==> config.mk <==
export PLATFORM = sky130hd
export DESIGN_NAME = tpc_div
export DESIGN_NICKNAME = d
export VERILOG_FILES = /design/src/hdl/tpc_pkg.sv /design/src/hdl/tpc_div.sv
export VERILOG_INCLUDE_DIRS = /design/src /design/src/hdl
export SDC_FILE = /design/constraint.sdc
export NUM_CORES = 2
export LEC_CHECK = 0
export BUFFER_PORTS_ARGS = -buffer_cell sky130_fd_sc_hd__buf_4
export CAP_MARGIN = 25
export CORE_ASPECT_RATIO = 0.8
export CORE_MARGIN = 2
export CORE_UTILIZATION = 55
export CTS_BUF_LIST = sky130_fd_sc_hd__clkbuf_8
export DETAILED_ROUTE_END_ITERATION = 8
export GPL_TIMING_DRIVEN = 0
export PLACE_DENSITY = 0.73
export SLEW_MARGIN = 20
export SYNTH_ARGS = -nofsm -noshare
export SYNTH_HDL_FRONTEND = slang
export SYNTH_SLANG_ARGS = --single-unit
==> constraint.sdc <==
create_clock -name i_clk -period 5.2 [get_ports i_clk]
set_clock_uncertainty 0.15 [all_clocks]
set_input_delay 0.78 -clock i_clk [delete_from_list [all_inputs] [get_ports i_clk]]
set_output_delay 0.78 -clock i_clk [all_outputs]
set_load 0.005 [all_outputs]
==> src/hdl/assert_macros.svh <==
// Assertion macros shared by the compensation RTL.
// No dependencies; included by the modules that check their own logic.
`ifndef ASSERT_MACROS_SVH
`define ASSERT_MACROS_SVH
`ifndef SYNTHESIS
`define TPC_ASSERT(label, clk, rst_n, prop) \
    label: assert property (@(posedge clk) disable iff (!rst_n) prop) \
        else $error("compensation check failed");
`define TPC_ASSERT_NEXT(label, clk, rst_n, cond, expr) \
    label: assert property (@(posedge clk) disable iff (!rst_n) (cond) |=> (expr)) \
        else $error("compensation check failed");
`else
`define TPC_ASSERT(label, clk, rst_n, prop)
`define TPC_ASSERT_NEXT(label, clk, rst_n, cond, expr)
`endif
`endif

==> src/hdl/tpc_pkg.sv <==
// Types and constants for the temperature and pressure compensation block.
// No dependencies; used by tpc_div and temp_pressure_compensation.
package tpc_pkg;

    localparam int DIV_W = 32;

    typedef enum logic [1:0] {
        CFG_TEMP_CALIB    = 2'd0,
        CFG_PRESS_CALIB_A = 2'd1,
        CFG_PRESS_CALIB_B = 2'd2,
        CFG_PRESS_CALIB_C = 2'd3
    } t_cfg_idx;

    typedef struct packed {
        logic               post_shift;
        logic               fault;
        logic signed [26:0] temp;
        logic signed [31:0] fine;
    } t_side;

endpackage

==> src/hdl/tpc_div.sv <==
// Pipelined restoring divider, one quotient bit per stage, with side data.
// Depends on tpc_pkg for its default width and on assert_macros.svh.
`include "assert_macros.svh"
module tpc_div #(
    parameter int WIDTH  = tpc_pkg::DIV_W,
    parameter int SIDE_W = 1
) (
    input  logic              i_clk,
    input  logic              i_rst_n,
    input  logic              i_en,
    input  logic              i_valid,
    input  logic [WIDTH-1:0]  i_dividend,
    input  logic [WIDTH-1:0]  i_divisor,
    input  logic [SIDE_W-1:0] i_side,
    output logic              o_valid,
    output logic [WIDTH-1:0]  o_quotient,
    output logic [SIDE_W-1:0] o_side
);

    logic [WIDTH-1:0]  r_rem  [0:WIDTH];
    logic [WIDTH-1:0]  r_quo  [0:WIDTH];
    logic [WIDTH-1:0]  r_dsr  [0:WIDTH];
    logic [SIDE_W-1:0] r_side [0:WIDTH];
    logic [WIDTH:0]    r_v;

    always_ff @(posedge i_clk) begin
        if (!i_rst_n) begin
            r_v[0] <= 1'b0;
        end else if (i_en) begin
            r_v[0] <= i_valid;
        end
    end

    always_ff @(posedge i_clk) begin
        if (i_en) begin
            r_rem[0]  <= '0;
            r_quo[0]  <= i_dividend;
            r_dsr[0]  <= i_divisor;
            r_side[0] <= i_side;
        end
    end

    for (genvar gi = 1; gi <= WIDTH; gi++) begin : g_stage
        logic [WIDTH:0]   w_sh;
        logic [WIDTH:0]   w_diff;
        logic             w_ge;

        assign w_sh   = {r_rem[gi-1], r_quo[gi-1][WIDTH-1]};
        assign w_diff = w_sh - {1'b0, r_dsr[gi-1]};
        assign w_ge   = !w_diff[WIDTH];

        always_ff @(posedge i_clk) begin
            if (!i_rst_n) begin
                r_v[gi] <= 1'b0;
            end else if (i_en) begin
                r_v[gi] <= r_v[gi-1];
            end
        end

        always_ff @(posedge i_clk) begin
            if (i_en) begin
                r_rem[gi]  <= w_ge ? w_diff[WIDTH-1:0] : w_sh[WIDTH-1:0];
                r_quo[gi]  <= {r_quo[gi-1][WIDTH-2:0], w_ge};
                r_dsr[gi]  <= r_dsr[gi-1];
                r_side[gi] <= r_side[gi-1];
            end
        end
    end

    assign o_valid    = r_v[WIDTH];
    assign o_quotient = r_quo[WIDTH];
    assign o_side     = r_side[WIDTH];

    `TPC_ASSERT_NEXT(a_div_hold, i_clk, i_rst_n, !i_en, $stable(r_v))
    `TPC_ASSERT_NEXT(a_div_side_hold, i_clk, i_rst_n, !i_en, $stable(o_side))
    `TPC_ASSERT_NEXT(a_div_step, i_clk, i_rst_n, i_en && r_v[0], r_v[1])

endmodule

After elaboration in Yosys (flattened, before gate mapping)
Memories as Yosys holds them, arrays and structs flattened.
Index checks and enable logic that the tools add are counted.
- flip-flop bits (word level): 33
- bits in latches: 0
- bits in writable memories: 3201
- memory bits (read-only): 0
- output and inout bits: 34
- logic and storage cells: 135
- memories kept: 4
- add/subtract/negate cells: 32
- multipliers: 0
- divide/modulo/power cells: 0
- magnitude comparators: 0
- equality and inequality tests: 0
- shifts and indexed selects: 0
- multiplexer cells: 34
- bitwise logic cells: 0
- reduce and logical (&&, ||, !) cells: 32
- memories (name ; depth ; bits a word ; read ports ; clocked after memory_dff ; wr ports ; line ; RTL):
    r_dsr ; 33 ; 32 ; 32 ; 0 ; 33 ; tpc_div.sv:22 ; logic [WIDTH-1:0] r_dsr [0:WIDTH];
    r_quo ; 33 ; 32 ; 33 ; 0 ; 33 ; tpc_div.sv:21 ; logic [WIDTH-1:0] r_quo [0:WIDTH];
    r_rem ; 33 ; 32 ; 32 ; 0 ; 33 ; tpc_div.sv:20 ; logic [WIDTH-1:0] r_rem [0:WIDTH];
    r_side ; 33 ; 1 ; 33 ; 0 ; 33 ; tpc_div.sv:23 ; logic [SIDE_W-1:0] r_side [0:WIDTH];
- operator list (kind ; count):
    $sub A33 B32 Y33 ; 32
    $mux W32 ; 32
    $logic_not A1 Y1 ; 32
    $mux W1 ; 2

Longest topological paths before layout
- word-level depth: 2
- depth in mapped cells: 16
- mapped depth without buffers: 15

Worst setup path before layout
OpenSTA, ideal clock, no wires.
- path kind: reg2reg
- start: mem r_dsr[0][160] in the netlist's numbering
- end: mem r_rem[0][218] in the netlist's numbering (data pin)
- setup time: 260 ps
- arrival: 3565 ps
- required time: 4790 ps
- path slack: 1225 ps
- stages on the path, launching flop included: 15
- buffers on the path: 1
- path through: edfxtp_1 ha_1 fa_1 nor2b_1 o21ai_0 a21boi_1 o311ai_1 a21boi_1 a21oi_1 o41a_1 o21a_1 nor3_1 xor2_1 buf_4 mux2_2
- RTL lines (element ; line):
    start, declared ; tpc_div.sv:22
    end, declared ; tpc_div.sv:20

==> impl_metrics.toml <==
[global_routing]
grt.total_usage_pct = 23.9
grt_pass1_wl_um = 537000
grt.overflow.total = 0
grt_max_degree = 172
grt_pass1_vias = 92400
antenna_found_initial = 25

[finish]
syn_to_final_growth_pct = 10.7
fin_util_pct = 61.1
drive_above_1_share_pct = 12.8
final_nets = 13800

[power_and_ir_drop]
pwr_density_cell_nw_per_um2 = 649
power_leakage_nw = 70.4
ir_drop_mv = 0.420

[logic_synthesis]
synthAdderAreaFrac_pct = 8.33
synth_seq_cells = 3138
yosys.area.top_type = "edfxtp_1"
synth_warnings = 0
synth_edf_count = 3105
synthMuxAreaShare_pct = 6.08
synth_cell_types = 92
ys_top_cells_by_area = "edfxtp_1, ha_1, mux2_2"
synthFlopType = "edfxtp_1"
yosysSeqAreaShare_pct = 60.0
avgSynthCellArea_um2 = 13.1
synthCells = 12000
synth_top_family_by_area = "compound AO/OA/AOI/OAI gates"
synthXorXnorAreaFrac_pct = 4.68
yosys.area_share.simple_pct = 5.80
synth_top_area_share_pct = 59.6
synthArstFlopShare_pct = 0
synth_compound_area_share_pct = 11.5
synth_area_um2 = 156000

[critical_path]
crit_top_cell = "a21oi_1"
crit_fanout = 10
cp_slowest_cell = "edfxtp_1"
worstSetupStartpointType = "flip-flop"
cp-end-kind = "flip-flop"
critPathMaxStageDelay_ns = 0.72
path_class = "reg2reg"
path_buf_inv = 3
required_ns = 5.81
crit_path_cell_trace = "inv_1 -> ha_1 -> a21o_1 -> a21oi_1 -> o221ai_1 -> a41oi_2 -> o2111ai_1 -> a21oi_1 -> o21ai_0 -> a21oi_1 -> xnor2_4 -> buf_4 -> buf_2 -> mux2_2"
critPathTopFamily = "compound AO/OA/AOI/OAI gates"
cp.arrival_ns = 5.69

[placed_design]
place_ws_ns = -0.690
hpwl_um = 258000
numPortBuffers = 102
gp_congestion = 0.962

[detailed_routing]
viasPerCell = 5.68
dr.pass1.iters = 6
drt-initial-drc-count = 8899
wl_um = 349000
antenna_left = 0
drc = 0
route.vias.total = 95900
routedWlPerCell_um = 20.7

[clock_network]
cts_buffers = 487
cts.sinks = 3138
path_clk_slew_ns = 0.06
cts_max_path_buffers = 4
clock_latency_ns = 1.07
cts_tree = "done"
cts-root-buf = "clkbuf_8"
cts_htree_levels = 5

[timing]
max_freq_ghz = 0.197
worst_pin_slew_ns = 1.16
fin_ws_ns = 0.113
setup_viol = 0
hold_viol = 0
worst_slew_margin_rel_pct = 22.0
drv_slew = 0
period_share_pct = 97.8
finalCriticalPeriod_ns = 5.09

[job]
maxCapViolCount = 0

[worst_hold_path]
hold_class = "in2reg"

[floorplan]
rows = 175
ios = 103
start_util_pct = 55.2
die_width_um = 600
die_h_um = 481
die_area_um2 = 289000
core_um2 = 284000

[run_status]
run_status = "finished clean"
path summary, 6_finish.rpt:
check / start / end / slack [ns] / depth (start not counted)
min: i_en / r_quo[0][0]$_DFFE_PP_ / 0.05 / 1
max: r_dsr[0][726]$_DFFE_PP_ / r_rem[0][756]$_DFFE_PP_ / 0.11 / 14
min reg2reg: r_quo[0][541]$_DFFE_PP_ / r_quo[0][574]$_DFFE_PP_ / 0.24 / 0
max reg2reg: r_dsr[0][726]$_DFFE_PP_ / r_rem[0][756]$_DFFE_PP_ / 0.11 / 14
cell families (layout without fill, tap and decap cells):
group	after synthesis	count (layout)
compound gates	2795	2795
xor+xnor	834	834
fa+ha+maj	1023	1023
buf+inv	1465	2560
flops	3138	3138
mux	847	847
other cells	1	27
simple gates	1858	1858
state kept, by name, summed over array words and instances (netlist names):
register	cells
r_quo	1056
r_side	33
r_dsr	1024
r_rem	992
o_valid	1
r_v	32
metrics by stage:
step / hold WS (ns) / power, mW / instance area (µm²) / setup TNS (ns) / cells
floorplan: 0.250 / 76.6 / 156000 / 0 / 12000
global placement: 0.250 / 91.5 / 162000 / - / 15900
detailed placement: 0.255 / 91.3 / 163000 / -173.44 / 15900
CTS: 0.0263 / 112 / 173000 / 0 / 16900
global route: 0.0684 / 120 / 173000 / -0.00792 / 16900
finish: 0.0498 / 112 / 173000 / 0 / 16900
cell usage after synthesis (48+ instances only):
cell type	n
and3_1	69
nand2b_1	120
nor2_1	447
o21bai_1	93
nor3_1	61
o21ai_0	562
nand4_1	91
xnor2_1	569
a21oi_1	790
edfxtp_1	3105
a21o_1	528
o211ai_1	48
mux2_2	720
mux2i_1	100
xor2_1	264
o31ai_1	56
ha_1	993
a211oi_1	62
o21a_1	176
nand3_1	178
nand2_1	521
inv_1	1243
nor2b_1	179
a31oi_1	107
clkbuf_1	157
area by class of cell:
class / count / area (µm²)
Clock inverter: 390 / 2440
Multi-Input combinational cell: 7372 / 57300
Fill cell: 21900 / 110000
Clock buffer: 496 / 6830
Inverter: 1243 / 4670
Buffer: 220 / 993
Tap cell: 3805 / 4760
Antenna cell: 12 / 30.0
Sequential cell: 3138 / 93900
Timing Repair Buffer: 211 / 2240
timing repair:
| item | in CTS | in global routing |
|---|---|---|
| resized for setup | 39 | 67 |
| hold endpoints to repair | 91 | 0 |
| setup endpoints to repair | 325 | 415 |
| buffers inserted | 5 | 8 |
| hold buffers | 67 | 0 |
| pin swaps | 3 | 4 |
metal layers:
layer | vias up | GRT usage, % | share of wire [%]
met5 | - | 0 | 0.031
met3 | 554 | 5.16 | 7.6
met4 | 20 | 5.86 | 2.2
met2 | 2775 | 33.5 | 41
li1 | 45900 | - | -
met1 | 46600 | 37.5 | 49
cell usage in the layout (no fill, tap or decap), types with 60 or more instances in the layout:
master / n
edfxtp_1: 3105
inv_1: 1386
ha_1: 993
a21oi_1: 788
mux2_2: 720
o21ai_0: 558
xnor2_1: 558
a21o_1: 528
nand2_1: 521
clkbuf_8: 497
nor2_1: 446
xor2_1: 257
nor2b_1: 179
nand3_1: 178
o21a_1: 176
clkbuf_1: 139
buf_4: 126
clkinv_1: 125
nand2b_1: 120
a31oi_1: 103
mux2i_1: 100
o21bai_1: 93
nand4_1: 91
clkinv_2: 70
and3_1: 69
dlygate4sd3_1: 67
a211oi_1: 62
nor3_1: 60
power by group:
| group | total [mW] | switching (mW) | leakage, nW | internal (mW) |
|---|---|---|---|---|
| Combinational | 52.1 | 28.6 | 34.4 | 23.5 |
| Clock | 20.0 | 9.75 | 5.27 | 10.2 |
| Sequential | 40.3 | 3.79 | 30.7 | 36.5 |
| Total | 112 | 42.1 | 70.4 | 70.3 |
No activity file was read; power rests on OpenSTA's default activity.
